[config.mk]
export PLATFORM = sky130hd
export DESIGN_NAME = planar_pose_chain_composer_top
export DESIGN_NICKNAME = d
export VERILOG_FILES = /design/src/rtl/ppcc_pkg.sv /design/src/rtl/ppcc_cordic_step.sv /design/src/rtl/planar_pose_chain_composer_top.sv
export SDC_FILE = /design/constraint.sdc
export NUM_CORES = 2
export LEC_CHECK = 0
export BUFFER_PORTS_ARGS = -buffer_cell sky130_fd_sc_hd__buf_2
export CORE_MARGIN = 4
export CORE_UTILIZATION = 50
export CTS_CLUSTER_DIAMETER = 120
export CTS_CLUSTER_SIZE = 10
export DETAILED_ROUTE_END_ITERATION = 8
export PLACE_DENSITY = 0.66
export SETUP_SLACK_MARGIN = 0.05
export SYNTH_ARGS = -nofsm -noshare
export SYNTH_HDL_FRONTEND = slang
export SYNTH_SLANG_ARGS = --single-unit
[constraint.sdc]
create_clock -name clk -period 13.95 [get_ports clk]
set_input_delay 2.0925 -clock clk [delete_from_list [all_inputs] [get_ports clk]]
set_output_delay 2.0925 -clock clk [all_outputs]
set_load 0.01 [all_outputs]
[src/rtl/ppcc_pkg.sv]
package ppcc_pkg;

	localparam int ROTATION_STEPS_DEF = 16;
	localparam int ANGLE_TABLE_LEN    = 24;
	localparam int STEP_IDX_W         = $clog2(ANGLE_TABLE_LEN);
	localparam int GUARD_BITS         = 8;
	localparam int VEC_W              = 42;
	localparam int ANG_W              = 33;
	localparam int PROD_W             = 63;
	localparam int GAIN_W             = 30;
	localparam int GAIN_SHIFT         = 30 - GUARD_BITS;
	localparam logic [GAIN_W-1:0] INV_GAIN_Q30 = 30'd652032874;

	typedef struct packed {
		logic signed [31:0] rel_x;
		logic signed [31:0] rel_y;
		logic signed [15:0] rel_heading;
		logic               first_in_chain;
	} item_t;

	typedef struct packed {
		logic signed [31:0] glob_x;
		logic signed [31:0] glob_y;
		logic signed [15:0] glob_heading;
		logic               saturated;
	} result_t;

	typedef struct packed {
		logic signed [VEC_W-1:0] x;
		logic signed [VEC_W-1:0] y;
		logic signed [ANG_W-1:0] z;
	} cordic_vec_t;

	typedef enum logic [2:0] {
		ST_IDLE,
		ST_MUL_X,
		ST_MUL_Y,
		ST_LOAD_Y,
		ST_ROTATE,
		ST_DONE
	} state_t;

	// atan(2^-i) with 2^32 units per turn.
	function automatic logic signed [ANG_W-1:0] atan_units(input logic [STEP_IDX_W-1:0] idx);
		logic [31:0] v;
		unique case (idx)
			5'd0:    v = 32'h20000000;
			5'd1:    v = 32'h12E4051E;
			5'd2:    v = 32'h09FB385B;
			5'd3:    v = 32'h051111D4;
			5'd4:    v = 32'h028B0D43;
			5'd5:    v = 32'h0145D7E1;
			5'd6:    v = 32'h00A2F61E;
			5'd7:    v = 32'h00517C55;
			5'd8:    v = 32'h0028BE53;
			5'd9:    v = 32'h00145F2F;
			5'd10:   v = 32'h000A2F98;
			5'd11:   v = 32'h000517CC;
			5'd12:   v = 32'h00028BE6;
			5'd13:   v = 32'h000145F3;
			5'd14:   v = 32'h0000A2FA;
			5'd15:   v = 32'h0000517D;
			5'd16:   v = 32'h000028BE;
			5'd17:   v = 32'h0000145F;
			5'd18:   v = 32'h00000A30;
			5'd19:   v = 32'h00000518;
			5'd20:   v = 32'h0000028C;
			5'd21:   v = 32'h00000146;
			5'd22:   v = 32'h000000A3;
			5'd23:   v = 32'h00000051;
			default: v = 32'h00000000;
		endcase
		return $signed({1'b0, v});
	endfunction

endpackage

[src/rtl/ppcc_cordic_step.sv]
module ppcc_cordic_step
	import ppcc_pkg::*;
(
	input  cordic_vec_t            cur,
	input  logic [STEP_IDX_W-1:0]  idx,
	output cordic_vec_t            nxt
);

	logic signed [VEC_W-1:0] cx;
	logic signed [VEC_W-1:0] cy;
	logic signed [ANG_W-1:0] cz;
	logic signed [VEC_W-1:0] dx;
	logic signed [VEC_W-1:0] dy;
	logic signed [ANG_W-1:0] ang;

	always_comb begin
		cx  = cur.x;
		cy  = cur.y;
		cz  = cur.z;
		dx  = cy >>> idx;
		dy  = cx >>> idx;
		ang = atan_units(idx);
		// A non-negative residual angle rotates counterclockwise.
		if (!cz[ANG_W-1]) begin
			nxt.x = cx - dx;
			nxt.y = cy + dy;
			nxt.z = cz - ang;
		end else begin
			nxt.x = cx + dx;
			nxt.y = cy - dy;
			nxt.z = cz + ang;
		end
	end

endmodule

[src/rtl/planar_pose_chain_composer_top.sv]
// Planar pose chain composer: each transaction on the item channel carries a pose relative to
// the last global pose; the block rotates the offset by the stored heading with a shared
// CORDIC step unit, adds the stored position with saturation, wraps the heading and returns
// one result per item. An item passes through idle, two states on the shared gain multiplier,
// a load state, one CORDIC iteration per rotation step and a final state for rounding and the
// final add before the next item is accepted. An item that starts a new chain goes from idle
// straight to the final state. A finished result waits in an output register, so the next
// item is accepted while it is still unclaimed. The final state of that next item holds for
// as long as the earlier result stays unclaimed.
module planar_pose_chain_composer_top
	import ppcc_pkg::*;
#(
	parameter int ROTATION_STEPS = ROTATION_STEPS_DEF
) (
	input  logic    clk,
	input  logic    arst_n,
	input  logic    item_valid,
	output logic    item_ready,
	input  item_t   item,
	output logic    result_valid,
	input  logic    result_ready,
	output result_t result
);

	localparam int STEPS = (ROTATION_STEPS < ANGLE_TABLE_LEN) ? ROTATION_STEPS : ANGLE_TABLE_LEN;
	localparam logic [STEP_IDX_W-1:0] LAST_STEP = STEP_IDX_W'(STEPS - 1);

	state_t state_q;
	state_t state_d;

	logic signed [31:0]       rx_q;
	logic signed [31:0]       ry_q;
	logic signed [15:0]       rh_q;
	logic                     clear_q;
	logic                     neg_q;
	logic signed [PROD_W-1:0] prod_q;
	cordic_vec_t              vec_q;
	cordic_vec_t              vec_nxt;
	logic [STEP_IDX_W-1:0]    step_q;
	logic signed [31:0]       pose_x_q;
	logic signed [31:0]       pose_y_q;
	logic signed [15:0]       pose_heading_q;
	result_t                  result_q;
	logic                     result_valid_q;

	logic                     accept;
	logic                     result_load;
	logic                     mul_go;
	logic signed [31:0]       mul_a;
	logic signed [PROD_W-1:0] prod_d;
	logic signed [PROD_W-1:0] prod_shr;
	logic signed [VEC_W-1:0]  vfix;
	logic signed [VEC_W-1:0]  vload;
	logic                     h_neg;
	logic signed [15:0]       h_adj;
	logic signed [VEC_W-1:0]  x_rnd;
	logic signed [VEC_W-1:0]  y_rnd;
	logic signed [34:0]       x_sum;
	logic signed [34:0]       y_sum;
	logic signed [31:0]       x_sat;
	logic signed [31:0]       y_sat;
	logic                     x_clip;
	logic                     y_clip;
	result_t                  result_d;

	ppcc_cordic_step u_step (
		.cur (vec_q),
		.idx (step_q),
		.nxt (vec_nxt)
	);

	// Next state.
	always_comb begin
		state_d = state_q;
		unique case (state_q)
			ST_IDLE: begin
				if (accept) begin
					state_d = item.first_in_chain ? ST_DONE : ST_MUL_X;
				end
			end
			ST_MUL_X:  state_d = ST_MUL_Y;
			ST_MUL_Y:  state_d = ST_LOAD_Y;
			ST_LOAD_Y: state_d = ST_ROTATE;
			ST_ROTATE: begin
				if (step_q == LAST_STEP) begin
					state_d = ST_DONE;
				end
			end
			ST_DONE: begin
				if (result_load) begin
					state_d = ST_IDLE;
				end
			end
			default: state_d = ST_IDLE;
		endcase
	end

	// Sequencer outputs.
	always_comb begin
		item_ready  = (state_q == ST_IDLE);
		mul_go      = (state_q == ST_MUL_X) || (state_q == ST_MUL_Y);
		result_load = (state_q == ST_DONE) && (!result_valid_q || result_ready);
	end

	assign accept = item_valid && item_ready;

	// Fold the stored heading into [-pi/2, pi/2] by negating the vector.
	always_comb begin
		h_neg = (pose_heading_q > 16'sd16384) || (pose_heading_q < -16'sd16384);
		h_adj = h_neg ? (pose_heading_q ^ 16'sh8000) : pose_heading_q;
	end

	assign mul_a    = (state_q == ST_MUL_X) ? rx_q : ry_q;
	assign prod_d   = mul_a * $signed({1'b0, INV_GAIN_Q30});
	assign prod_shr = prod_q >>> GAIN_SHIFT;
	assign vfix     = prod_shr[VEC_W-1:0];
	assign vload    = neg_q ? -vfix : vfix;

	// Round off the guard bits, add the stored position and clip; a chain start gives a zero result.
	always_comb begin
		x_rnd  = (vec_q.x + VEC_W'(signed'(1 <<< (GUARD_BITS - 1)))) >>> GUARD_BITS;
		y_rnd  = (vec_q.y + VEC_W'(signed'(1 <<< (GUARD_BITS - 1)))) >>> GUARD_BITS;
		x_sum  = $signed({x_rnd[33], x_rnd[33:0]}) + $signed({{3{pose_x_q[31]}}, pose_x_q});
		y_sum  = $signed({y_rnd[33], y_rnd[33:0]}) + $signed({{3{pose_y_q[31]}}, pose_y_q});
		x_clip = (x_sum[34:31] != {4{x_sum[34]}});
		y_clip = (y_sum[34:31] != {4{y_sum[34]}});
		x_sat  = x_clip ? (x_sum[34] ? 32'sh80000000 : 32'sh7FFFFFFF) : x_sum[31:0];
		y_sat  = y_clip ? (y_sum[34] ? 32'sh80000000 : 32'sh7FFFFFFF) : y_sum[31:0];
		if (clear_q) begin
			result_d = '0;
		end else begin
			result_d.glob_x       = x_sat;
			result_d.glob_y       = y_sat;
			result_d.glob_heading = pose_heading_q + rh_q;
			result_d.saturated    = x_clip || y_clip;
		end
	end

	always_ff @(posedge clk or negedge arst_n) begin
		if (!arst_n) begin
			state_q        <= ST_IDLE;
			result_valid_q <= 1'b0;
			pose_x_q       <= '0;
			pose_y_q       <= '0;
			pose_heading_q <= '0;
			step_q         <= '0;
		end else begin
			state_q <= state_d;
			if (result_load) begin
				result_valid_q <= 1'b1;
				pose_x_q       <= result_d.glob_x;
				pose_y_q       <= result_d.glob_y;
				pose_heading_q <= result_d.glob_heading;
			end else if (result_ready) begin
				result_valid_q <= 1'b0;
			end
			if (state_q == ST_LOAD_Y) begin
				step_q <= '0;
			end else if (state_q == ST_ROTATE) begin
				step_q <= step_q + 1'b1;
			end
		end
	end

	always_ff @(posedge clk) begin
		if (accept) begin
			rx_q    <= item.rel_x;
			ry_q    <= item.rel_y;
			rh_q    <= item.rel_heading;
			clear_q <= item.first_in_chain;
			neg_q   <= h_neg;
			vec_q.z <= $signed({h_adj[15], h_adj, 16'h0000});
		end
		if (mul_go) begin
			prod_q <= prod_d;
		end
		if (state_q == ST_MUL_Y) begin
			vec_q.x <= vload;
		end
		if (state_q == ST_LOAD_Y) begin
			vec_q.y <= vload;
		end
		if (state_q == ST_ROTATE) begin
			vec_q <= vec_nxt;
		end
		if (result_load) begin
			result_q <= result_d;
		end
	end

	assign result_valid = result_valid_q;
	assign result       = result_q;

`ifndef SYNTHESIS
	a_busy_after_accept: assert property (@(posedge clk) disable iff (!arst_n)
		item_valid && item_ready |=> !item_ready)
		else $error("item accepted while a previous item was still in work");

	a_step_bound: assert property (@(posedge clk) disable iff (!arst_n)
		state_q == ST_ROTATE |-> step_q <= LAST_STEP)
		else $error("rotation step counter ran past the last step");

	a_sat_at_limit: assert property (@(posedge clk) disable iff (!arst_n)
		result_valid && result.saturated |->
			result.glob_x == 32'sh7FFFFFFF || result.glob_x == 32'sh80000000 ||
			result.glob_y == 32'sh7FFFFFFF || result.glob_y == 32'sh80000000)
		else $error("saturated flag set without a coordinate at a range limit");

	a_chain_start: assert property (@(posedge clk) disable iff (!arst_n)
		result_load && clear_q |=>
			pose_x_q == 32'sd0 && pose_y_q == 32'sd0 && pose_heading_q == 16'sd0)
		else $error("start of chain did not return the pose to the origin");
`endif

endmodule
=== Word level (Yosys, flattened, before mapping) ===
Memory sizes are Yosys's and may differ from the RTL's.
Index checks and enable logic that the tools add are counted.

* Add/sub/neg operators: 13
* $mul: 1
* Order comparisons: 2
* Eq/ne operators: 11
* Shift-type cells: 2
* Mux-type cells: 22
* Bitwise operators: 1
* Reductions and logical operators: 13

{| class="wikitable"
|+ Operator list
! kind !! count
|-
| $mux W117 || 2
|-
| $mux W32 || 5
|-
| $mux W42 || 3
|-
| $add A42 B42 Y42 || 2
|-
| $add A42 B9 Y42 const B || 2
|-
| $sshr A42 B5 Y42 || 2
|-
| $sub A42 B42 Y42 || 2
|-
| $mux W81 || 1
|-
| $add A34 B32 Y35 || 2
|-
| $mul A32 B30 Y62 const B || 1
|-
| $neg A41 Y42 || 1
|-
| $add A33 B33 Y33 || 1
|-
| $mux W33 || 1
|-
| $sub A33 B33 Y33 || 1
|-
| $pmux W3 S6 || 1
|-
| $add A16 B16 Y16 || 1
|-
| $gt A16 B16 Y1 const B || 1
|-
| $lt A16 B15 Y1 const B || 1
|-
| $mux W16 || 1
|-
| $mux W3 || 4
|-
| $mux W5 || 2
|-
| $reduce_bool A2 Y1 || 4
|-
| $eq A3 B2 Y1 const B || 2
|-
| $eq A3 B3 Y1 const B || 2
|-
| 13 further kinds || 20
|}

* Register bits after elaboration: 431
* Memory bits (read-only): 960
* Output and inout port bits: 83
* Logic and storage cells: 85
* Memories kept: 1

{| class="wikitable"
|+ Memory list
! memory !! depth !! width !! read ports !! clocked after Yosys merged registers in !! write ports !! line !! source
|-
| (no name shown) || 32 || 30 || 1 || 0 || 0 || ppcc_pkg.sv:46 || <nowiki>unique case (idx)</nowiki>
|}

=== Longest topological paths before layout ===
* Word-level depth: 5
* Depth in mapped cells: 34
* Mapped depth without buffers: 32

=== Cells and area by module ===
A second synthesis with hierarchy kept.

* Cells, all modules: 5804
* Area total of the unflattened synthesis: 54732.5 um^2

{| class="wikitable"
|+ By module, submodules not included
! module !! instances !! cells an instance !! area an instance (um^2) !! sequential area each (um^2)
|-
| planar_pose_chain_composer_top || 1 || 3928 || 40247.4 || 11866.4
|-
| ppcc_cordic_step || 1 || 1876 || 14485.1 || 0.0
|}

=== Worst setup path after synthesis ===
OpenSTA, ideal clock, no wires.

* Path kind: flip-flop to flip-flop
* Start: reg state_q[1]
* End: reg prod_q[62], data pin
* Arrival time: 9738 ps
* Required time: 13679 ps
* Path slack: 3941 ps
* Stages on the path, launching flop included: 28
* Cell sequence: dfrtp_1 > nor3b_1 > buf_1 > mux2i_1 > inv_1 > clkbuf_1 > ha_1 > fa_1 > inv_1 > fa_1 > fa_1 > inv_1 > fa_1 > fa_1 > fa_1 > fa_1 > ha_1 > a21o_1 > a21oi_1 > o21ai_0 > a21o_1 > and2_1 > a211o_1 > a211oi_1 > o31a_1 > o21ai_0 > a221oi_1 > xor2_1

* Word-level cells in the longest chain between the ends: 3

{| class="wikitable"
|+ Ends and longest elaborated chain
! what !! line !! source
|-
| start: declaration || planar_pose_chain_composer_top.sv:28 || <nowiki>state_t state_q;</nowiki>
|-
| start signal: assignment || planar_pose_chain_composer_top.sv:148 || <nowiki>state_q <= state_d;</nowiki>
|-
| $eq A3 B1 Y1 || planar_pose_chain_composer_top.sv:113 || <nowiki>assign mul_a = (state_q == ST_MUL_X) ? rx_q : ry_q;</nowiki>
|-
| $mux W32 || planar_pose_chain_composer_top.sv:113 ||
|-
| $mul A32 B30 Y62 || planar_pose_chain_composer_top.sv:114 || <nowiki>assign prod_d = mul_a * $signed({1'b0, INV_GAIN_Q30});</nowiki>
|-
| via prod_d[62] || planar_pose_chain_composer_top.sv:50 || <nowiki>logic signed [PROD_W-1:0] prod_d;</nowiki>
|-
| end signal: assignment || planar_pose_chain_composer_top.sv:175 || <nowiki>prod_q <= prod_d;</nowiki>
|-
| end: declaration || planar_pose_chain_composer_top.sv:36 || <nowiki>logic signed [PROD_W-1:0] prod_q;</nowiki>
|}

The timed path passes the listed nets, and every way through them passes these cells.
A chain may end at the register's enable or synchronous reset.

=== Final worst setup path ===
* Start: reg state_q[0]
* End: reg prod_q[56], data pin

Same word-level chain as after synthesis.

==> reports/metrics.cfg <==
[clocking]
numCtsBuffers = 48
cts_root_buf = clkbuf_16
cts_buffer_depth = 3
htree_levels = 2
clkTransAtPathRegs_ns = 0.06
clkLatencyLatePin_ns = 0.66
cts_sinks = 410
cts_setup_buffers = 0
cts_hold_buf = 0
ctsResizeCount = 0
cts_tree = built

[floorplanning]
die-area_um2 = 111000
core_area_um2 = 104000
io_pins = 168
placementRows = 118
die_y_um = 333
die_w_um = 333
initial_core_util = 0.506

[worst_setup_path]
crit_path_top_delay_cell = a2111oi_0
reg2reg_slack_ns = 3.62
reg2reg_from = state_q[0]
crit_type = flop to flop
cpPeakStageDelay_ns = 0.74
critPathLaunch = state_q[0]
worstPathArrival_ns = 10.70
rr_worst_depth = 31
end_kind = flop
cp-start-kind = flop
r2r_end = prod_q[56]
cp_max_fo = 38
crit_required_ns = 14.32

[timing]
hold_violations = 0
rsz0062_at_grt = false
max-slew-margin-rel = 0.139
slew_viol_final = 0
max_freq_mhz = 96.8
finalSetupViolCount = 0
fin_worst_skew_ns = 0.0280
finalCritPeriodShare = 0.740
min_period_ns = 10.33
worst_pin_slew_ns = 1.29
fin_setup_tns_ns = 0

[synthesis]
synth_seq_cells = 410
avgSynthCellArea_um2 = 9.40
synthArstFlopShare = 0.217
yosysMostFrequentCell = inv_1
synth_compound_area_frac = 0.148
synth_edf_count = 321
synthAdderAreaFrac = 0.289
synthTopCellsByCount = inv_1, ha_1, nor2_1
yosys.area_share.simple = 0.118
synth_top_family_by_area = adder cells
syn_area_um2 = 52700
seq_area_frac_synth = 0.225
yosysTopAreaCell = edfxtp_1
synth_warnings = 0
synth_area_leaders = edfxtp_1, fa_1, ha_1
synth_nets = 6656
syn_inst = 5602
synthDominantCellAreaShare = 0.183
synth_mux_area_frac = 0.0626
yosys.area_share.xor_xnor = 0.0898
synth-main-ff-cell = edfxtp_1
ys_types = 97

[detailed_routing]
ant_nets = 0
drt-total-wl_um = 168000
via_per_inst = 5.93
drt-wirelength-per-cell_um = 23.7
drcViolationCount = 0
via_count = 42000
drt_iter0_drc = 3466
drt-pass1-iter-count = 6

[global_route]
grt_antenna_before_repair = 1
grt_overflow = 0
grtUsageTotal = 0.298
grt_pass1_vias = 41700
grt_pass1_wl_um = 254000
grt_max_degree = 65

[min_path]
hold_path_end = pose_y_q[5]
worstHoldPathCells = 2
hold_class = flop to flop
hold_path_startpoint = pose_y_q[5]

[layout]
n_antenna_cell = 0
drive_above_1_share = 0.0810
n_fill_cell = 9560
area_growth_pct = 6.93
nNetsFinal = 6724

[placed_design]
place_hpwl_um = 138000
portBuffers = 167
place.gp.congestion = 1.05

[run_status]
status = completed

[flow_run]
maxCapViolCount = 0

-- worst max path at each step --
stage                      end  slack (ns)  depth (start not counted)
CTS                 prod_q[59]        3.55                         30
global placement    prod_q[56]        3.86                         31
finish              prod_q[56]        3.62                         31
floorplan           prod_q[62]        3.94                         27
global route        prod_q[59]        2.93                         30
detailed placement  prod_q[59]        3.59                         30
-- critical path: cells and delay by family, from the launching register on --
family                   cells  cell delay (ns)
AO/OA/AOI/OAI                9             2.66
XOR/XNOR                     2             0.46
adder cells (fa/ha/maj)      9             3.72
buffers and inverters        6             1.06
flip-flops                   1             0.69
multiplexers                 1             0.60
AND/OR/NAND/NOR              4             0.76
-- per-layer routing --
| layer | global-route usage | share of wire | up-vias |
|---|---|---|---|
| met2 | 0.498 | 0.47 | 1615 |
| li1 | - | - | 19600 |
| met5 | 0 | 0 | - |
| met3 | 0.0392 | 0.068 | 354 |
| met4 | 0.136 | 0.055 | 0 |
| met1 | 0.386 | 0.41 | 20400 |
-- metrics by stage --
step	setup WS (ns)	instances	hold slack [ns]	area, um2	util
6_report	3.62	7082	0.488	56300	0.541
2_1_floorplan	3.94	5602	0.456	52700	-
4_1_cts	3.55	7082	0.496	56300	0.541
5_1_grt	2.93	7082	0.511	56300	0.541
3_5_place_dp	3.59	7000	0.482	54900	0.527
3_3_place_gp	3.86	7000	0.467	54900	0.527
-- flip-flops by register name, indices dropped and copies added (netlist names), 16 cells and up --
register and cells:
vec_q 117, result 81, pose_heading_q 16, prod_q 41, pose_x_q 32, pose_y_q 32
rx_q 32, ry_q 32, rh_q 16
-- cell families (layout without fill, tap and decap cells) --
kind of cell               Yosys count  in the layout
and+or+nand+nor                   1336           1336
AOI/OAI and AO/OA                 1224           1224
adders and majority gates          969            969
buffers and inverters              908           1008
xor gates and xnor gates           539            539
DFF                                410            410
muxes                              216            216
-- layout by cell type (no fill, tap or decap), types with 26 or more instances in the layout --
master	count
o21a_1	42
nor3_1	58
edfxtp_1	321
buf_4	46
nand2b_1	53
a21o_1	161
nand4_1	31
xnor2_1	316
nand2_1	405
a21oi_1	349
o21bai_1	33
and2_1	26
ha_1	554
o21ai_0	269
inv_1	707
xor2_1	222
fa_1	415
a31oi_1	44
mux4_2	87
buf_2	166
nand3_1	90
and3_1	64
dfrtp_1	84
mux2_2	37
or3_1	28
o31ai_1	32
clkbuf_16	49
nor2_1	431
a211oi_1	31
nor2b_1	51
mux2i_1	88
-- layout make-up --
type                    instances  area, um2  area share
multi-input cells            4284      37400       0.664
repair buffers                212       1180      0.0209
clock buffers                  76       1350      0.0239
well taps                    1380       1730      0.0307
clock inverters                 6        119     0.00211
inverters                     714       2680      0.0476
flip-flops and latches        410      11900       0.211
Power is not shown: default switching activity piles up to over one toggle a cycle in this logic, so the estimate is an artifact.
